--- src/design/lzbd_pkg.sv ---
// shared types, constants and helpers for the lz back-reference decompressor
package lzbd_pkg;

    // history defaults and byte counter limit
    localparam int unsigned DEFAULT_HISTORY_DEPTH = 131072;
    localparam int unsigned DIST_W                = 18;
    localparam logic [DIST_W-1:0] PROD_MAX        = 18'h3ffff;

    // packet geometry of the result stream
    localparam int unsigned PACKET_BYTES = 32;
    localparam int unsigned PKT_LANES    = 32;
    localparam int unsigned LANE_W       = $clog2(PKT_LANES);
    localparam int unsigned CNT_W        = 6;
    localparam int unsigned LEN_W        = 11;
    localparam int unsigned LIT_W        = 7;
    localparam int unsigned TDATA_W      = 8 * ((PKT_LANES * 8 + CNT_W + 7) / 8);
    localparam int unsigned TDATA_PAD    = TDATA_W - PKT_LANES * 8 - CNT_W;
    localparam int unsigned TUSER_W      = 2;

    // sequencer states
    typedef enum logic [3:0] {
        ST_IDLE,
        ST_PARSE,
        ST_DECODE,
        ST_CHECK,
        ST_ERR,
        ST_END,
        ST_RD,
        ST_WR
    } t_state;

    // what the next input byte is
    typedef enum logic [2:0] {
        PH_CMD,
        PH_HDR1,
        PH_HDR2,
        PH_HDR3,
        PH_LIT
    } t_phase;

    // what follows the last literal of a command
    typedef enum logic [1:0] {
        KIND_COPY,
        KIND_RUN,
        KIND_END
    } t_kind;

    // request from the sequencer to the packet builder
    typedef struct packed {
        logic       put;
        logic [7:0] data;
        logic       push;
        logic       eos;
        logic       err;
        logic       last;
    } t_pk_req;

    // packet builder status back to the sequencer
    typedef struct packed {
        logic free;
        logic full_next;
    } t_pk_stat;

    // classify a command byte
    function automatic t_kind f_cmd_kind(input logic [7:0] c);
        logic [7:0] size;
        size = {1'b0, c[4:0], 2'b00} + 8'd4;
        if (c[7:5] == 3'b111) begin
            return (size > 8'h70) ? KIND_END : KIND_RUN;
        end
        return KIND_COPY;
    endfunction

endpackage

--- src/design/lzbd_pack.sv ---
// packet builder: collects bytes into a 32-lane packet and holds the output register
module lzbd_pack (
    input  logic                            i_clk,
    input  logic                            i_rst_n,
    input  lzbd_pkg::t_pk_req               i_req,
    output lzbd_pkg::t_pk_stat              o_stat,
    output logic                            o_tvalid,
    input  logic                            i_tready,
    output logic [lzbd_pkg::TDATA_W-1:0]    o_tdata,
    output logic [lzbd_pkg::TUSER_W-1:0]    o_tuser,
    output logic                            o_tlast
);
    import lzbd_pkg::*;

    logic [PKT_LANES-1:0][7:0] r_buf;
    logic [PKT_LANES-1:0][7:0] n_buf;
    logic [PKT_LANES-1:0][7:0] w_buf_put;
    logic [CNT_W-1:0]          r_fill;
    logic [CNT_W-1:0]          n_fill;
    logic [CNT_W-1:0]          w_cnt;
    logic                      r_tvalid;
    logic [TDATA_W-1:0]        r_tdata;
    logic [TUSER_W-1:0]        r_tuser;
    logic                      r_tlast;

    // place the incoming byte at the fill position, clear the buffer once sent
    always_comb begin
        w_buf_put = r_buf;
        w_cnt     = r_fill;
        if (i_req.put) begin
            w_buf_put[r_fill[LANE_W-1:0]] = i_req.data;
            w_cnt                         = r_fill + CNT_W'(1);
        end
        n_buf  = i_req.push ? '0 : w_buf_put;
        n_fill = i_req.push ? '0 : w_cnt;
    end

    // status for the sequencer
    assign o_stat.free      = !r_tvalid || i_tready;
    assign o_stat.full_next = (r_fill + CNT_W'(1)) == CNT_W'(PACKET_BYTES);

    // packet buffer and output valid
    always_ff @(posedge i_clk) begin
        if (!i_rst_n) begin
            r_buf    <= '0;
            r_fill   <= '0;
            r_tvalid <= 1'b0;
        end else begin
            r_buf  <= n_buf;
            r_fill <= n_fill;
            if (i_req.push) begin
                r_tvalid <= 1'b1;
            end else if (i_tready) begin
                r_tvalid <= 1'b0;
            end
        end
    end

    // output payload
    always_ff @(posedge i_clk) begin
        if (i_req.push) begin
            r_tdata <= {{TDATA_PAD{1'b0}}, w_cnt, w_buf_put};
            r_tuser <= {i_req.err, i_req.eos};
            r_tlast <= i_req.last;
        end
    end

    assign o_tvalid = r_tvalid;
    assign o_tdata  = r_tdata;
    assign o_tuser  = r_tuser;
    assign o_tlast  = r_tlast;

endmodule

--- config.mk ---
export PLATFORM = sky130hd
export DESIGN_NAME = lzbd_pack
export DESIGN_NICKNAME = d
export VERILOG_FILES = /design/src/design/lzbd_pkg.sv /design/src/design/lzbd_pack.sv
export SDC_FILE = /design/constraint.sdc
export NUM_CORES = 1
export LEC_CHECK = 0
export ABC_CLOCK_PERIOD_IN_PS = 2120
export BUFFER_PORTS_ARGS = -buffer_cell sky130_fd_sc_hd__buf_4
export CAP_MARGIN = 20
export CORE_UTILIZATION = 40
export DETAILED_ROUTE_END_ITERATION = 6
export SYNTH_ARGS = -nofsm -noshare
export SYNTH_HDL_FRONTEND = slang
export SYNTH_SLANG_ARGS = --single-unit
export TNS_END_PERCENT = 20
--- constraint.sdc ---
create_clock -name i_clk -period 2.12 [get_ports i_clk]
set_clock_uncertainty 0.1 [all_clocks]
set_input_delay 0.318 -clock i_clk [delete_from_list [all_inputs] [get_ports i_clk]]
set_output_delay 0.318 -clock i_clk [all_outputs]
set_load 0.05 [all_outputs]
Word level (Yosys, flattened, before mapping)
Index checks and enable logic that the tools add are counted. Widths: inputs -> output; s select.

$add $sub $neg: 1. Order comparisons: 2. Equality and inequality tests: 1. Mux-type cells: 7. Bitwise operators: 1. Reduce and logical (&&, ||, !) cells: 5.

Operators by type and width (number): $bwmux 256 (1); $mux 256 (1); $demux 8 s5 (1); $mux 8 (1); $add 6x1->6 const B (1); $eq 6x6->1 const B (1); $lt 5x6->1 const B (1); $mux 6 (1); $ge 5x1->1 const B (1); $mux 1 (2); $reduce_bool 2->1 (1); $reduce_or 2->1 (1); $logic_and 1x1->1 (1); $logic_not 1->1 (1); $logic_or 1x1->1 (1); $not 1->1 (1).

Register bits: 528. Output and inout port bits: 270. Word-level logic and storage cells: 54.

Logic depth before layout (Yosys ltp)
Depth after elaboration: 6. Depth in mapped cells: 7. Depth with buffers taken out: 5.

Worst setup path before layout
Ideal clock, no wire load.

Kind: register -> register. Start point: register r_fill[0]. End point: register r_tdata[190], in the netlist o_tdata[190] (data pin). Setup time: 0.260 ns. Arrival time: 1.722 ns. Required time: 1.760 ns. Setup slack: 0.038 ns. Stages on the path, launching flop included: 6. Period minus slack after synthesis: 2.082 ns. Cell sequence: dfxtp_1 ha_1 nand2_2 nor3_2 buf_6 mux2_2.

RTL lines: from (decl) (line lzbd_pack.sv:18) `logic [CNT_W-1:0] r_fill;`; from (signal assigned) (line lzbd_pack.sv:50) `r_fill <= n_fill;`; to (signal assigned) (line lzbd_pack.sv:62) `r_tdata <= {{TDATA_PAD{1'b0}}, w_cnt, w_buf_put};`; to (decl) (line lzbd_pack.sv:22) `logic [TDATA_W-1:0] r_tdata;`.

==> metrics.yaml <==
outcome: "finished, violations left"
violations: "setup timing"
multi_input_area_mm2: 0.00714
syn_avg_cell_area_um2: 13.8
timing.final.crit_share: 1.02
synthesis.instances: 1519
dr.first_iter.drc_count: 696
core_area_mm2: 0.0516
drc: 0
cp.arrival_ns: 2.40
cts-root-buf: "clkbuf_16"
io_buffers: 283
drtPass1Iterations: 5
cp-end-kind: "register"
grtUsageTotal: 0.211
fin_nets: 1837
area_delta_synth_final_pct: 24.2
synthMuxAreaShare: 0.261
grt_antenna_before_repair: 0
max_freq_mhz: 464
min_path_type: "primary input to register"
gp_congestion: 0.773
grt_first_pass_wirelength_um: 83100
drv_cap: 0
cts_buffers: 54
hold_violations: 0
yosysUniqueCellTypes: 40
dp.cells: 2432
gr-total-overflow: 0
num_vias: 12700
fillers: 4413
htree_levels: 2
rsz0062_at_grt: "true"
fp.dieW_um: 231
irDropWorstVdd_mv: 0.539
synth-simple-area-share: 0.0686
worstReg2RegStart: "r_fill[0]"
final_max_slew_viol_count: 0
p_clk_frac: 0.425
setup-violations-final: 27
cts_tree: "yes"
path_max_fanout: 13
slowest_stage: "mux2_2"
cp_slowest_stage_delay_ns: 0.38
swShare: 0.243
seq_area_frac_synth: 0.629
tightest_slew_ns: 0.749
dp_slack_ns: 0.0536
leakage_nw: 11.8
slew_headroom: 0.501
yosys.area_share.xor_xnor: 0.00167
crit_type: "register to register"
crit_top_cell: "buf_4"
grt_max_degree: 121
final_cells: 2543
combPwrFrac: 0.079
start_util: 0.407
synth_adder_area_share: 0.00238
fin_hold_ws_ns: 0.0998
required_ns: 2.37
drive_gt1_frac: 0.395
synth_compound_area_frac: 0.00119
num_rows: 83
drt-total-wl_um: 57100
regArea_mm2: 0.0132
netlist_area_mm2: 0.0210
clock_sink_count: 528
power_density_mw_per_mm2: 852
worstPathCellList: "buf_4, buf_4, ha_1, and3_1, nand2_2, mux2_2"
top_level_ports: 286
min_from: "i_req[12]"
die-area_mm2: 0.0535
p_int_mw: 16.8
crit_start: "r_fill[0]"
clockBufferDepth: 3
ys_seq_elements: 528
p_switching_mw: 5.40
clk-insertion-delay-late_ns: 0.59
synth_top_family_by_area: "multiplexers"
drtAntennaViolNets: 0
yosysWarnings: 0
vias_per_cell: 5.01
final.setup.worst_slack_ns: -0.0332
drt-wirelength-per-cell_um: 22.5
dpl.hpwl_um: 34200
final_cell_mix: "buf_4, edfxtp_1, nand2_1"
final_common_cell: "buf_4"
seqPwrFrac: 0.496
layout_min_cycle_time_ns: 2.15
startpoint_type: "register"
antenna_cells: 0
die_h_um: 231
grt_pass1_vias: 12900
cts.clk_slew.worst_paths_ns: 0.06
area by class of cell:
class,count,area share
Sequential cell,528,0.507
Multi-Input combinational cell,858,0.274
Timing Repair Buffer,371,0.118
Clock buffer,86,0.0627
Tap cell,680,0.0326
Clock inverter,16,0.00499
Inverter,4,0.000575
registers in the layout (all words and copies together) (netlist names):
name,flops
o_tvalid,1
o_tlast,1
o_tuser,2
o_tdata,262
r_fill,6
r_buf,256
stage by stage:
stage	util	setup TNS, ns	total power [mW]	instance area, um^2
2_1_floorplan	-	0	12.2	21000
3_3_place_gp	0.468	0	13.0	24200
3_5_place_dp	0.468	0	13.0	24200
4_1_cts	0.504	-0.157	22.5	26000
5_1_grt	0.506	-3.57	22.9	26100
6_report	0.506	-0.427	22.2	26100
cell families (layout without fill, tap and decap cells):
family	Yosys count	count (layout)
compound gates	4	4
other cells	1	2
fa+ha+maj	4	4
xor+xnor	4	4
buf+inv	134	477
mux	513	513
flops	528	528
simple gates	331	331
per-layer routing:
| metal | part of all wire | vias up | GRT usage | routed length [um] |
|---|---|---|---|---|
| met1 | 0.45 | 6398 | 0.284 | 25900 |
| met5 | 0 | - | 0 | 0 |
| met4 | 0.029 | 0 | 0.0755 | 1660 |
| met3 | 0.042 | 89 | 0.0299 | 2400 |
| li1 | - | 5945 | - | - |
| met2 | 0.48 | 310 | 0.346 | 27200 |
cells in the mapped netlist, drive strengths merged:
library cell | instances | area, um^2
ha | 4 | 50.1
dfxtp | 263 | 5270
or3 | 4 | 25.0
nor2b | 3 | 18.8
inv | 4 | 15.0
conb | 1 | 3.75
nand3 | 1 | 5.00
and3 | 3 | 18.8
or2 | 1 | 6.26
nor3 | 2 | 20.0
nand2b | 4 | 32.5
mux2i | 257 | 2570
nor3b | 1 | 7.51
xor2 | 2 | 17.5
a21boi | 2 | 15.0
and2 | 7 | 43.8
o21ai | 1 | 5.00
nor2 | 4 | 27.5
nand2 | 295 | 1190
and3b | 3 | 26.3
nand3b | 1 | 7.51
edfxtp | 265 | 7960
nand4 | 2 | 12.5
a21oi | 1 | 5.00
buf | 57 | 469
clkbuf | 73 | 274
xnor2 | 2 | 17.5
mux2 | 256 | 2910
worst paths after layout:
| kind | endpoint | slack (ns) | cells after the start |
|---|---|---|---|
| setup / recovery | o_tdata[202] | -0.03 | 6 |
| hold / removal | o_tdata[258] | 0.1 | 3 |
| hold reg to reg | r_buf[38] | 0.36 | 2 |
| setup reg to reg | o_tdata[202] | -0.03 | 6 |
worst max-delay path: cells and delay by family (launching register included):
family,cells,cell delay (ns)
multiplexers,1,0.38
flip-flops,1,0.33
adder cells (fa/ha/maj),1,0.20
buffers and inverters,2,0.28
AND/OR/NAND/NOR,2,0.61
power by group through the flow:
| stage | clock network [mW] | registers, mW | logic (mW) |
|---|---|---|---|
| after floorplan | 0 | 12.0 | 0.247 |
| after global placement | 0 | 11.3 | 1.75 |
| after detailed placement | 0 | 11.3 | 1.76 |
| after CTS | 9.65 | 11.0 | 1.77 |
| after global routing | 10.0 | 11.0 | 1.81 |
| final | 9.44 | 11.0 | 1.75 |
what timing repair did:
item,CTS,global route
pin swaps,3,1
buffers inserted,5,0
endpoints found under the hold margin,4,0
hold buffers,5,0
cloned,0,0
resized for setup,10,17
endpoints found under the setup margin,1,124
Note: power is estimated with default switching activity, not from simulation.
