### config.mk
export PLATFORM = sky130hd
export DESIGN_NAME = lzbd_ctrl
export DESIGN_NICKNAME = d
export VERILOG_FILES = /design/src/design/lzbd_pkg.sv /design/src/design/lzbd_ctrl.sv
export SDC_FILE = /design/constraint.sdc
export NUM_CORES = 1
export LEC_CHECK = 0
export CAP_MARGIN = 15
export CORE_UTILIZATION = 55
export CTS_CLUSTER_DIAMETER = 50
export DETAILED_ROUTE_END_ITERATION = 10
export DONT_BUFFER_PORTS = 1
export GPL_TIMING_DRIVEN = 0
export PLACE_DENSITY = 0.73
export SLEW_MARGIN = 20
export SYNTH_ARGS = -nofsm -noshare
export SYNTH_HDL_FRONTEND = slang
export SYNTH_SLANG_ARGS = --single-unit
export TNS_END_PERCENT = 5
### constraint.sdc
create_clock -name i_clk -period 2.3 [get_ports i_clk]
set_input_delay 0.115 -clock i_clk [delete_from_list [all_inputs] [get_ports i_clk]]
set_output_delay 0.115 -clock i_clk [all_outputs]
set_load 0.1 [all_outputs]
### src/design/lzbd_pkg.sv
// shared types, constants and helpers for the lz back-reference decompressor
package lzbd_pkg;

    // history defaults and byte counter limit
    localparam int unsigned DEFAULT_HISTORY_DEPTH = 131072;
    localparam int unsigned DIST_W                = 18;
    localparam logic [DIST_W-1:0] PROD_MAX        = 18'h3ffff;

    // packet geometry of the result stream
    localparam int unsigned PACKET_BYTES = 32;
    localparam int unsigned PKT_LANES    = 32;
    localparam int unsigned LANE_W       = $clog2(PKT_LANES);
    localparam int unsigned CNT_W        = 6;
    localparam int unsigned LEN_W        = 11;
    localparam int unsigned LIT_W        = 7;
    localparam int unsigned TDATA_W      = 8 * ((PKT_LANES * 8 + CNT_W + 7) / 8);
    localparam int unsigned TDATA_PAD    = TDATA_W - PKT_LANES * 8 - CNT_W;
    localparam int unsigned TUSER_W      = 2;

    // sequencer states
    typedef enum logic [3:0] {
        ST_IDLE,
        ST_PARSE,
        ST_DECODE,
        ST_CHECK,
        ST_ERR,
        ST_END,
        ST_RD,
        ST_WR
    } t_state;

    // what the next input byte is
    typedef enum logic [2:0] {
        PH_CMD,
        PH_HDR1,
        PH_HDR2,
        PH_HDR3,
        PH_LIT
    } t_phase;

    // what follows the last literal of a command
    typedef enum logic [1:0] {
        KIND_COPY,
        KIND_RUN,
        KIND_END
    } t_kind;

    // request from the sequencer to the packet builder
    typedef struct packed {
        logic       put;
        logic [7:0] data;
        logic       push;
        logic       eos;
        logic       err;
        logic       last;
    } t_pk_req;

    // packet builder status back to the sequencer
    typedef struct packed {
        logic free;
        logic full_next;
    } t_pk_stat;

    // classify a command byte
    function automatic t_kind f_cmd_kind(input logic [7:0] c);
        logic [7:0] size;
        size = {1'b0, c[4:0], 2'b00} + 8'd4;
        if (c[7:5] == 3'b111) begin
            return (size > 8'h70) ? KIND_END : KIND_RUN;
        end
        return KIND_COPY;
    endfunction

endpackage

### src/design/lzbd_ctrl.sv
// command parser and byte-serial copy sequencer around the history address unit
module lzbd_ctrl #(
    parameter int unsigned HISTORY_DEPTH = lzbd_pkg::DEFAULT_HISTORY_DEPTH
) (
    input  logic                             i_clk,
    input  logic                             i_rst_n,
    input  logic                             i_in_valid,
    output logic                             o_in_ready,
    input  logic [7:0]                       i_in_byte,
    output logic                             o_ram_we,
    output logic [$clog2(HISTORY_DEPTH)-1:0] o_ram_waddr,
    output logic [7:0]                       o_ram_wdata,
    output logic                             o_ram_re,
    output logic [$clog2(HISTORY_DEPTH)-1:0] o_ram_raddr,
    input  logic [7:0]                       i_ram_rdata,
    output lzbd_pkg::t_pk_req                o_pk_req,
    input  lzbd_pkg::t_pk_stat               i_pk_stat
);
    import lzbd_pkg::*;

    localparam int unsigned AW = $clog2(HISTORY_DEPTH);
    localparam logic [DIST_W-1:0] DEPTH_D = DIST_W'(HISTORY_DEPTH);
    localparam logic [AW-1:0] WP_LAST = AW'(HISTORY_DEPTH - 1);

    t_state              r_state, n_state;
    t_phase              r_phase, n_phase;
    logic [7:0]          r_byte, n_byte;
    logic [7:0]          r_cmd, n_cmd;
    logic [7:0]          r_h1, n_h1;
    logic [7:0]          r_h2, n_h2;
    logic [7:0]          r_h3, n_h3;
    logic [LIT_W-1:0]    r_lit, n_lit;
    logic [LEN_W-1:0]    r_len, n_len;
    logic [DIST_W-1:0]   r_dist, n_dist;
    logic [AW-1:0]       r_wp, n_wp;
    logic [DIST_W-1:0]   r_prod, n_prod;

    logic [7:0]          w_run_size;
    logic [LIT_W-1:0]    w_run_lit;
    logic [LIT_W-1:0]    w_dec_lit;
    logic [LEN_W-1:0]    w_dec_len;
    logic [DIST_W-1:0]   w_dec_dist;
    logic [DIST_W-1:0]   w_wp_ext;
    logic [DIST_W-1:0]   w_src;
    logic [AW-1:0]       w_wp_inc;
    logic [DIST_W-1:0]   w_prod_inc;
    logic                w_need_push;

    // literal count of a run or end command
    assign w_run_size = {1'b0, r_byte[4:0], 2'b00} + 8'd4;
    assign w_run_lit  = (w_run_size > 8'h70) ? LIT_W'(r_byte[1:0]) : w_run_size[LIT_W-1:0];

    // header decode for the three back-reference forms
    always_comb begin
        if (!r_cmd[7]) begin
            w_dec_lit  = LIT_W'(r_cmd[1:0]);
            w_dec_len  = LEN_W'(r_cmd[4:2]) + LEN_W'(3);
            w_dec_dist = DIST_W'({r_cmd[6:5], r_h1}) + DIST_W'(1);
        end else if (!r_cmd[6]) begin
            w_dec_lit  = LIT_W'(r_h1[7:6]);
            w_dec_len  = LEN_W'(r_cmd[5:0]) + LEN_W'(4);
            w_dec_dist = DIST_W'({r_h1[5:0], r_h2}) + DIST_W'(1);
        end else begin
            w_dec_lit  = LIT_W'(r_cmd[1:0]);
            w_dec_len  = LEN_W'({r_cmd[3:2], r_h3}) + LEN_W'(5);
            w_dec_dist = DIST_W'({r_cmd[4], r_h1, r_h2}) + DIST_W'(1);
        end
    end

    // shared address unit: copy source behind the write pointer, pointer step
    assign w_wp_ext   = DIST_W'(r_wp);
    assign w_src      = (w_wp_ext >= r_dist) ? (w_wp_ext - r_dist)
                                             : (w_wp_ext + (DEPTH_D - r_dist));
    assign w_wp_inc   = (r_wp == WP_LAST) ? '0 : r_wp + AW'(1);
    assign w_prod_inc = (r_prod == PROD_MAX) ? r_prod : r_prod + DIST_W'(1);
    assign w_need_push = i_pk_stat.full_next || (r_len == LEN_W'(1));

    // next state and outputs
    always_comb begin
        n_state     = r_state;
        n_phase     = r_phase;
        n_byte      = r_byte;
        n_cmd       = r_cmd;
        n_h1        = r_h1;
        n_h2        = r_h2;
        n_h3        = r_h3;
        n_lit       = r_lit;
        n_len       = r_len;
        n_dist      = r_dist;
        n_wp        = r_wp;
        n_prod      = r_prod;
        o_in_ready  = 1'b0;
        o_ram_we    = 1'b0;
        o_ram_waddr = r_wp;
        o_ram_wdata = r_byte;
        o_ram_re    = 1'b0;
        o_ram_raddr = w_src[AW-1:0];
        o_pk_req    = '0;

        unique case (r_state)
            ST_IDLE: begin
                o_in_ready = 1'b1;
                if (i_in_valid) begin
                    n_byte  = i_in_byte;
                    n_state = ST_PARSE;
                end
            end

            ST_PARSE: begin
                unique case (r_phase)
                    PH_CMD: begin
                        n_cmd = r_byte;
                        if (r_byte[7:5] == 3'b111) begin
                            if (w_run_lit == '0) begin
                                // end form with no trailing literals
                                n_wp    = '0;
                                n_prod  = '0;
                                n_state = ST_END;
                            end else begin
                                n_lit   = w_run_lit;
                                n_phase = PH_LIT;
                                n_state = ST_IDLE;
                            end
                        end else begin
                            n_phase = PH_HDR1;
                            n_state = ST_IDLE;
                        end
                    end
                    PH_HDR1: begin
                        n_h1 = r_byte;
                        if (!r_cmd[7]) begin
                            n_state = ST_DECODE;
                        end else begin
                            n_phase = PH_HDR2;
                            n_state = ST_IDLE;
                        end
                    end
                    PH_HDR2: begin
                        n_h2 = r_byte;
                        if (!r_cmd[6]) begin
                            n_state = ST_DECODE;
                        end else begin
                            n_phase = PH_HDR3;
                            n_state = ST_IDLE;
                        end
                    end
                    PH_HDR3: begin
                        n_h3    = r_byte;
                        n_state = ST_DECODE;
                    end
                    PH_LIT: begin
                        // literal goes to history and out as its own packet
                        if (i_pk_stat.free) begin
                            o_ram_we      = 1'b1;
                            n_wp          = w_wp_inc;
                            n_prod        = w_prod_inc;
                            o_pk_req.put  = 1'b1;
                            o_pk_req.data = r_byte;
                            o_pk_req.push = 1'b1;
                            o_pk_req.last = 1'b1;
                            n_lit         = r_lit - LIT_W'(1);
                            n_state       = ST_IDLE;
                            if (r_lit == LIT_W'(1)) begin
                                n_phase = PH_CMD;
                                unique case (f_cmd_kind(r_cmd))
                                    KIND_END: begin
                                        o_pk_req.eos = 1'b1;
                                        n_wp         = '0;
                                        n_prod       = '0;
                                    end
                                    KIND_RUN: begin
                                        n_state = ST_IDLE;
                                    end
                                    KIND_COPY: begin
                                        o_pk_req.last = 1'b0;
                                        n_state       = ST_CHECK;
                                    end
                                    default: begin
                                        n_state = ST_IDLE;
                                    end
                                endcase
                            end
                        end
                    end
                    default: begin
                        n_phase = PH_CMD;
                        n_state = ST_IDLE;
                    end
                endcase
            end

            ST_DECODE: begin
                n_lit  = w_dec_lit;
                n_len  = w_dec_len;
                n_dist = w_dec_dist;
                if (w_dec_lit == '0) begin
                    n_phase = PH_CMD;
                    n_state = ST_CHECK;
                end else begin
                    n_phase = PH_LIT;
                    n_state = ST_IDLE;
                end
            end

            ST_CHECK: begin
                if ((r_dist == '0) || (r_dist > r_prod) || (r_dist > DEPTH_D)) begin
                    n_state = ST_ERR;
                end else begin
                    n_state = ST_RD;
                end
            end

            ST_ERR: begin
                if (i_pk_stat.free) begin
                    o_pk_req.push = 1'b1;
                    o_pk_req.err  = 1'b1;
                    o_pk_req.last = 1'b1;
                    n_state       = ST_IDLE;
                end
            end

            ST_END: begin
                if (i_pk_stat.free) begin
                    o_pk_req.push = 1'b1;
                    o_pk_req.eos  = 1'b1;
                    o_pk_req.last = 1'b1;
                    n_state       = ST_IDLE;
                end
            end

            ST_RD: begin
                o_ram_re = 1'b1;
                n_state  = ST_WR;
            end

            ST_WR: begin
                // copied byte is written back and appended to the packet
                if (!w_need_push || i_pk_stat.free) begin
                    o_ram_we      = 1'b1;
                    o_ram_wdata   = i_ram_rdata;
                    n_wp          = w_wp_inc;
                    n_prod        = w_prod_inc;
                    o_pk_req.put  = 1'b1;
                    o_pk_req.data = i_ram_rdata;
                    o_pk_req.push = w_need_push;
                    o_pk_req.last = (r_len == LEN_W'(1));
                    n_len         = r_len - LEN_W'(1);
                    n_state       = (r_len == LEN_W'(1)) ? ST_IDLE : ST_RD;
                end
            end

            default: begin
                n_state = ST_IDLE;
            end
        endcase
    end

    // control state
    always_ff @(posedge i_clk) begin
        if (!i_rst_n) begin
            r_state <= ST_IDLE;
            r_phase <= PH_CMD;
            r_cmd   <= '0;
            r_h1    <= '0;
            r_h2    <= '0;
            r_h3    <= '0;
            r_lit   <= '0;
            r_len   <= '0;
            r_dist  <= '0;
            r_wp    <= '0;
            r_prod  <= '0;
        end else begin
            r_state <= n_state;
            r_phase <= n_phase;
            r_cmd   <= n_cmd;
            r_h1    <= n_h1;
            r_h2    <= n_h2;
            r_h3    <= n_h3;
            r_lit   <= n_lit;
            r_len   <= n_len;
            r_dist  <= n_dist;
            r_wp    <= n_wp;
            r_prod  <= n_prod;
        end
    end

    // input byte holding register
    always_ff @(posedge i_clk) begin
        r_byte <= n_byte;
    end

endmodule

# Word level (Yosys, flattened, before mapping)
# Index checks and enable logic that the tools add are counted.
# W data, S select, Z words.
dict set report word_totals {
  output_inout_bits 58
  ff_bits 118
  elab_cells 181
}
dict set report op_classes {
  n_eq_ne 31
  n_lt_le_gt_ge 5
  muxes 93
  n_addsub 15
  n_reduce_logical 25
}
# operator count
set ops {}
lappend ops {{$mux W18} 9}
lappend ops {{$mux W17} 8}
lappend ops {{$pmux W18 S2} 2}
lappend ops {{$pmux W17 S2} 2}
lappend ops {{$mux W11} 5}
lappend ops {{$mux W2} 16}
lappend ops {{$mux W7} 4}
lappend ops {{$pmux W4 S7} 1}
lappend ops {{$pmux W7 S2} 2}
lappend ops {{$mux W3} 9}
lappend ops {{$pmux W11 S2} 1}
lappend ops {{$ne A3 B3 Y1 const B} 7}
lappend ops {{$mux W4} 5}
lappend ops {{$pmux W4 S5} 1}
lappend ops {{$add A17 B1 Y18 const B} 1}
lappend ops {{$add A18 B1 Y18 const B} 1}
lappend ops {{$eq A18 B18 Y1 const B} 1}
lappend ops {{$ge A17 B18 Y1} 1}
lappend ops {{$gt A18 B18 Y1} 1}
lappend ops {{$gt A18 B18 Y1 const B} 1}
lappend ops {{$logic_not A18 Y1} 1}
lappend ops {{$mux W1} 18}
lappend ops {{$pmux W9 S2} 1}
lappend ops {{$add A17 B1 Y17 const B} 1}
lappend ops {{other kinds (45)} 70}

# Depth between registers and ports, before layout
# Gate-level depths: netlist of run 1.
dict set report depth {
  word_depth 17
  mapped_depth 11
}

# Worst setup path after synthesis of run 1
# Ideal clock, no wire load.
dict set report synth_path {
  path_kind {register to output}
  start {register r_wp[0], in the netlist o_ram_waddr[0]}
  end {output o_ram_raddr[12]}
  path_buffers 0
  t_required_ns 2.185
  path_stages_with_launch 11
  slack_ns -2.037
  arrival_ns 4.222
  cell_sequence {dfxtp_1 > inv_1 > ha_1 > fa_1 > nor2b_1 > o21a_1 > o21ai_0 > a21oi_1 > a211o_1 > a21oi_1 > xnor2_1}
}
dict set report synth_via {
  elab_chain_len 2
  elab_cells_between_ends 4
}
# item line_no
set synth_lines {}
lappend synth_lines {{from (decl)} lzbd_ctrl.sv:35} ;# logic [AW-1:0] r_wp, n_wp;
lappend synth_lines {{from (signal assigned)} lzbd_ctrl.sv:282} ;# r_wp <= n_wp;
lappend synth_lines {{$add A17 B17 Y17 (tied with other cells)} lzbd_ctrl.sv:73} ;# : (w_wp_ext + (DEPTH_D - r_dist));
lappend synth_lines {{$mux W17 *} lzbd_ctrl.sv:72} ;# assign w_src = (w_wp_ext >= r_dist) ? (w_wp_ext - r_dist)
lappend synth_lines {{to (decl)} lzbd_ctrl.sv:14} ;# output logic [$clog2(HISTORY_DEPTH)-1:0] o_ram_raddr,
# Every way passes the cells marked *; elsewhere a longest branch is shown, timed or not.

# Worst setup path in the final report of run 1
dict set report layout_path {
  start {register r_wp[0], in the netlist o_ram_waddr[0]}
  end {output o_ram_raddr[10]}
}
# Same word-level chain as after synthesis.

==> results of run 1 <==
[power groups by stage]
stage | Clock, mW | Combinational [mW] | Sequential (mW)
final | 2.67 | 1.20 | 2.14
after global placement | 0 | 1.04 | 2.19
after global routing | 2.78 | 1.27 | 2.15
after detailed placement | 0 | 1.07 | 2.19
after floorplan | 0 | 0.865 | 2.18
after CTS | 2.67 | 1.15 | 2.14
[metal layers]
| layer | up-vias | global-route usage, % | wire length (um) |
|---|---|---|---|
| li1 | 3787 | - | - |
| met1 | 3771 | 39.8 | 10300 |
| met2 | 352 | 53.7 | 11400 |
| met3 | 61 | 7.01 | 1880 |
| met4 | 0 | 12.1 | 685 |
| met5 | - | 1.39 | 0 |
[Yosys cell counts (all sizes together), types with 10 or more instances]
master    n
a211oi   13
a21o     11
a21oi    80
a31oi    13
and3     10
buf      16
clkbuf   43
dfxtp   109
ha       48
inv      60
mux2i    31
nand2   114
nand3    45
nand4    26
nor2    122
nor3     23
nor4     18
o211ai   12
o21ai    44
or3      12
xnor2    44
xor2     34
[worst max-delay path by stage]
stage                     slack [ps]                          end  cells after the start
after floorplan                 -640              o_ram_raddr[11]                      7
after global placement         -1200                 o_pk_req[12]                      6
after detailed placement       -1080  o_ram_waddr[5]$_SDFFE_PN0P_                      9
after CTS                      -1020              o_ram_raddr[10]                     10
after global routing            -980              o_ram_raddr[12]                     10
final                           -880              o_ram_raddr[10]                     10
[sequential cells by signal, summed over array words and instances (netlist names)]
| name | cells |
|---|---|
| r_h1 | 8 |
| r_h3 | 8 |
| r_len | 11 |
| r_cmd | 8 |
| r_state | 3 |
| r_phase | 3 |
| r_prod | 18 |
| r_byte | 8 |
| o_ram_waddr | 17 |
| r_h2 | 8 |
| r_dist | 18 |
| r_lit | 7 |
[through the flow]
step / area [um^2] / utilization, % / cells
after floorplan: 8320 / - / 1045
after global placement: 8540 / 60.6 / 1225
after detailed placement: 8660 / 61.5 / 1228
after CTS: 9710 / 68.9 / 1277
after global routing: 9990 / 70.8 / 1280
final: 9990 / 70.8 / 1280
[kinds of logic (layout without fill, tap and decap cells)]
family | after synthesis | in the layout | synth area share [%]
XOR/XNOR | 78 | 78 | 8.44
adder cells (fa/ha/maj) | 49 | 49 | 7.67
buffers and inverters | 120 | 175 | 6.03
flip-flops | 117 | 117 | 29.9
AO/OA/AOI/OAI | 223 | 223 | 17.6
multiplexers | 40 | 40 | 5.09
AND/OR/NAND/NOR | 418 | 418 | 25.3
[layout by cell type (no fill, tap or decap), types with 6 or more instances in the layout]
cell             n
a211oi_1        12
a21o_1          11
a21oi_1         68
a21oi_2          7
a22oi_1          8
a31oi_1         12
and3_1          10
buf_2            6
buf_4           11
buf_6            6
clkbuf_1        35
clkbuf_16       17
dfxtp_1         84
dfxtp_2         11
dfxtp_4         14
dlygate4sd3_1   10
edfxtp_1         8
ha_1            40
inv_1           56
inv_6            7
mux2_4           8
mux2i_1         31
nand2_1        114
nand2b_1         6
nand3_1         44
nand3b_1         6
nand4_1         26
nor2_1         115
nor2b_1          6
nor3_1          15
nor3_2           6
nor4_1          14
o211ai_1        12
o21ai_0         39
or3_1           12
xnor2_1         33
xnor2_4          9
xor2_1          30
[critical path, delay by kind of cell (launching register included)]
kind            cells  cell delay [ps]
xor+xnor            1              600
compound gates      5              780
buf+inv             1               70
fa+ha+maj           2              500
flops               1              570
simple gates        1              110
[final cells by class]
cell class                      instances  share of cell area (%)
Timing Repair Buffer                   25                    2.48
Inverter                               61                    2.36
Multi-Input combinational cell        808                    59.0
Clock inverter                         15                    1.60
Sequential cell                       117                    24.9
Clock buffer                           17                    4.26
Tap cell                              180                    2.26
Buffer                                 57                    3.14
[repair_timing]
action	4_1_cts	5_1_grt
endpoints found under the hold margin	16	0
pin swaps	20	19
setup buffers	8	3
cloned	1	0
setup endpoints to repair	97	104
hold buffers	10	0
resized for setup	87	67
==> reports/qor.yml, run 1 <==
worst_setup_path:
  crit_start: "o_ram_waddr[0]$_SDFFE_PN0P_"
  worst-path-max-fanout: 5
  slowest_stage: "xor2_4"
  start_kind: "flop"
  crit_arrival_ps: 3060
  rr_worst_depth: 9
  max_stage_delay_ps: 600
  critPathKind: "flop to output port"
  end_kind: "output port"
  rr_endpoint: "r_prod[11]$_SDFFE_PN0P_"
  required_ps: 2180
  r2r-start: "r_byte[7]$_DFFE_PP_"
  r2r_setup_slack_ps: -520
  critical_path.cell_chain: "inv_4 > ha_4 > fa_2 > nor2b_1 > o21a_1 > o21ai_2 > a21oi_4 > a211oi_2 > o21bai_2 > xor2_4"
synth:
  synth_nets: 1115
  synth_cell_types: 74
  ys_seq_elements: 117
  ys.flop_type: "dfxtp_1"
  synth-seq-area-share_pct: 29.9
  synth_warnings: 0
  syn_area_per_cell_um2: 7.74
  synth_top_cell_area_share_pct: 27.0
  synth_area_um2: 8090
  synth_cells: 1045
  synthArstFlopShare_pct: 0
  synth_area_leaders: "dfxtp_1 (27%), ha_1 (7.4%), nor2_1 (5.7%)"
  synth_top_cell_by_area: "dfxtp_1"
  synth_enable_flop_cells: 8
placed_design:
  gp_congestion: 0.961
  dp_hpwl_um: 17200
  portBuffers: 0
  pre_cts_ws_ps: -1080
final_layout:
  layout.nets: 1157
  regArea_um2: 2490
  syn2layout_area_growth_pct: 23.4
  drive_gt1_share_pct: 18.0
  multi_input_area_um2: 5890
  diodes: 0
  nFillCells: 1137
drt:
  ant_nets: 0
  first_pass_iters: 5
  drc: 0
  vias: 7971
  viasPerCell: 6.23
  wirelength_um: 24300
  initialDrtViolationCount: 705
  wl_per_cell_um: 19.0
power_and_ir_drop:
  seq_power_share_pct: 35.6
  power.density_nw_per_um2: 603
  ir_worst_vdd_mv: 0.763
  p_int_mw: 3.99
  leakage_nw: 3.79
  clockPowerShare_pct: 44.4
  swShare_pct: 33.8
  switchingPower_mw: 2.03
  power_frac_comb_pct: 20.0
  total_power_mw: 6.02
timing:
  hold_viol_final: 0
  tns_ps: -27970
  hold_slack_ps: 38.0
  slew_headroom_pct: 22.3
  setup_ws_ps: -879
  finClkSkew_ps: 9.83
  drv_slew: 0
  tightest_slew_ps: 1160
  layout_min_cycle_time_ps: 3180
  finalSetupViolCount: 82
  clock.fmax_mhz: 315
  rsz0062_at_grt: "true"
  min_period_over_period_pct: 138
run_status:
  violations: "negative setup slack"
  outcome: "finished with violations"
clock_network:
  htreeDepth: 4
  cts_sinks: 117
  path_clk_slew_ps: 60
  ctsRootBufferMaster: "clkbuf_16"
  cts_buffers: 17
  cts_tree: "done"
  cts_max_path_buffers: 2
  clock_latency_ps: 420
floorplanning:
  dieHeight_um: 123
  dieArea_um2: 15200
  initial_utilization_pct: 57.4
  core_area_um2: 14100
  fp-row-count: 43
  die_w_um: 123
  boundaryPins: 79
global_route:
  grt_overflow: 0
  grt_pass1_wl_um: 37300
  grt_max_degree: 17
  grtUsageTotal_pct: 32.0
  antenna_found_initial: 0
  grt_pass1_vias: 7256
min_path:
  holdPathStages: 4
  hold_path_end: "r_state[2]$_SDFFE_PN0P_"
  worstHoldStart: "i_in_valid"
  min_path_type: "input port to flop"
job:
  cap_violations: 0
Power figures use the tool's default switching activity.
==> run 2: changes to the inputs <==
--- a/config.mk
+++ b/config.mk
@@ -12,6 +12,7 @@
 export DONT_BUFFER_PORTS = 1
 export GPL_TIMING_DRIVEN = 0
 export PLACE_DENSITY = 0.73
+export SKIP_LAST_GASP = 1
 export SLEW_MARGIN = 20
 export SYNTH_ARGS = -nofsm -noshare
 export SYNTH_HDL_FRONTEND = slang
==> run 2 against run 1 <==
Net effect:
- the flow still finishes with violations (negative setup slack)
- sequential power about the same
- maximum frequency down 0.41%
- combinational power barely moved
- hold slack improved by 20 ps
- clock-buffer cell count is the same
- clock skew about the same
- critical path depth stayed put
- first-iteration DRC count up 11%
- utilization down 0.94 points
==> reports/qor.yml, run 2 (same netlist as run 1, synthesis figures left out) <==
placed_design:
  dpl-instance-area_um2: 8660  # unchanged
  portBuffers: 0  # unchanged
  dp_hpwl_um: 17200  # unchanged
  gp_congestion: 0.961  # unchanged
worst_setup_path:
  rr_endpoint: "r_lit[1]$_SDFFE_PN0P_"
  slowest_stage: "xor2_4"
  endpoint: "o_ram_raddr[10]"
  worst-path-max-fanout: 5  # unchanged
  cp_top_family: "compound AO/OA/AOI/OAI gates"
  r2r_setup_slack_ps: -540  # -20 ps
  end_kind: "output port"
  max_stage_delay_ps: 590  # about the same
  critPathKind: "flop to output port"
  crit_start: "o_ram_waddr[0]$_SDFFE_PN0P_"
  rr_worst_depth: 9  # unchanged
  critical_path.cell_chain: "inv_4 > ha_4 > fa_2 > nor2b_1 > o21a_1 > o21ai_2 > a21oi_4 > a211oi_2 > o21bai_2 > xor2_4"
  worst-path-stages: 10  # unchanged
  r2r-start: "r_byte[0]$_DFFE_PP_"
  start_kind: "flop"
  required_ps: 2180  # about the same
  crit_arrival_ps: 3080  # +20 ps
  critPathBufInv: 1  # unchanged
power_and_ir_drop:
  total_power_mw: 6.01  # about the same
  ir_worst_vdd_mv: 0.755  # -1.0%
  power.density_nw_per_um2: 610  # +1.3%
  leakage_nw: 3.79  # about the same
clock_network:
  cts_tree: "done"
  htreeDepth: 4  # unchanged
  cts_buffers: 17  # unchanged
  cts_max_path_buffers: 2  # unchanged
  path_clk_slew_ps: 60  # about the same
  clock_latency_ps: 430  # about the same
  ctsRootBufferMaster: "clkbuf_16"
  cts_sinks: 117  # unchanged
timing:
  layout_min_cycle_time_ps: 3190  # +13.2 ps
  tns_ps: -32350  # -4380 ps
  clock.fmax_mhz: 313  # -0.41%
  finalSetupViolCount: 96  # +17%
  drv_slew: 0  # unchanged
  rsz0062_at_grt: "true"
  hold_slack_ps: 57.6  # +19.6 ps
  setup_ws_ps: -892  # -13.2 ps
  min_period_over_period_pct: 139  # +0.57 points
  tightest_slew_ps: 1160  # -6.87 ps
  slew_headroom_pct: 22.8  # +0.46 points
  finClkSkew_ps: 9.92  # +0.0890 ps
  hold_viol_final: 0  # unchanged
drt:
  ant_nets: 0  # unchanged
  initialDrtViolationCount: 780  # +11%
  wirelength_um: 24100  # -0.72%
  vias: 7953  # -0.23%
  first_pass_iters: 6  # +1
  drc: 0  # unchanged
  viasPerCell: 6.16  # -1.1%
  wl_per_cell_um: 18.7  # -1.6%
global_route:
  grt_max_degree: 17  # unchanged
  grt_pass1_wl_um: 36900  # -1.2%
  grt_overflow: 0  # unchanged
  antenna_found_initial: 0  # unchanged
  grtUsageTotal_pct: 31.6  # -0.37 points
  grt_pass1_vias: 7172  # -1.2%
final_layout:
  final_cell_area_um2: 9850  # -1.3%
  layout.nets: 1168  # +0.95%
  mostFrequentLayoutCells: "nor2_1 (117), nand2_1 (114), dfxtp_1 (90), a21oi_1 (73), inv_1 (57)"
  layout_commonest_cell: "nor2_1"
  fin_util_pct: 69.9  # -0.94 points
  syn2layout_area_growth_pct: 21.8
  drive_gt1_share_pct: 16.2  # -1.8 points
  diodes: 0  # unchanged
run_status:
  outcome: "finished with violations"
  violations: "negative setup slack"
floorplanning:
  die_w_um: 123  # unchanged
  initial_utilization_pct: 57.4  # unchanged
  boundaryPins: 79  # unchanged
  dieArea_um2: 15200  # unchanged
  fp-row-count: 43  # unchanged
  core_area_um2: 14100  # unchanged
  dieHeight_um: 123  # unchanged
min_path:
  min_path_type: "input port to flop"
job:
  cap_violations: 0  # unchanged
run 2: changes by cell type in the layout (fill, tap and decap cells not counted), sizes merged:
cell         delta
buf            +11
clkbuf          -1
clkinvlp        -1
dlygate4sd3     +1
inv             +1
run 2: final cells by class:
cell class	instances	area (um^2)
inverters	61	231
well taps	180	225
flip-flops and latches	117	2480
clock buffers	17	425
repair buffers	39	342
multi-input cells	808	5700
fillers	1155	4240
plain buffers	54	293
clock inverters	15	160
run 2: per-layer routing:
layer | vias to the layer above | wire length (um) | share of wire, % | track usage [%]
met4 | 0 | 709 | 2.9 | 12.1
met1 | 3740 | 10100 | 42 | 39.6
li1 | 3817 | - | - | -
met5 | - | 0 | 0 | 0
met3 | 58 | 1840 | 7.6 | 7.52
met2 | 338 | 11400 | 47 | 52.5
run 2: what timing repair did:
item	CTS	global route
hold buffers	10	1
setup endpoints to repair	97	106
setup buffers	8	16
gates resized for setup	48	48
cloned	1	0
endpoints found under the hold margin	11	5
pin swaps	13	22
run 2: how the worst min path moves through the flow:
stage                 start                           to  cells after the start
5_1_grt        i_pk_stat[1]      r_state[0]$_SDFFE_PN0P_                      3
4_1_cts             i_rst_n  o_ram_waddr[3]$_SDFFE_PN0P_                      2
3_5_place_dp   i_in_byte[0]          r_byte[0]$_DFFE_PP_                      0
6_report       i_pk_stat[1]      r_state[0]$_SDFFE_PN0P_                      3
3_3_place_gp   i_in_byte[6]          r_byte[6]$_DFFE_PP_                      0
2_1_floorplan  i_in_byte[0]          r_byte[0]$_DFFE_PP_                      0
run 2: tightest hold or removal path, cell delays in order:
cell	delay, ps
o21ai_0	150
a32oi_1	70
a21oi_1	110
run 2: power by group:
group          switching (mW)  internal, mW
clock                    1.13          1.54
combinational           0.820         0.364
sequential             0.0722          2.09
run 2: metrics by stage:
| stage | worst slack [ps] | std cells |
|---|---|---|
| 3_3_place_gp | -1200 | 1225 |
| 4_1_cts | -1030 | 1277 |
| 5_1_grt | -1000 | 1291 |
| 3_5_place_dp | -1080 | 1228 |
| 6_report | -892 | 1291 |
| 2_1_floorplan | -643 | 1045 |
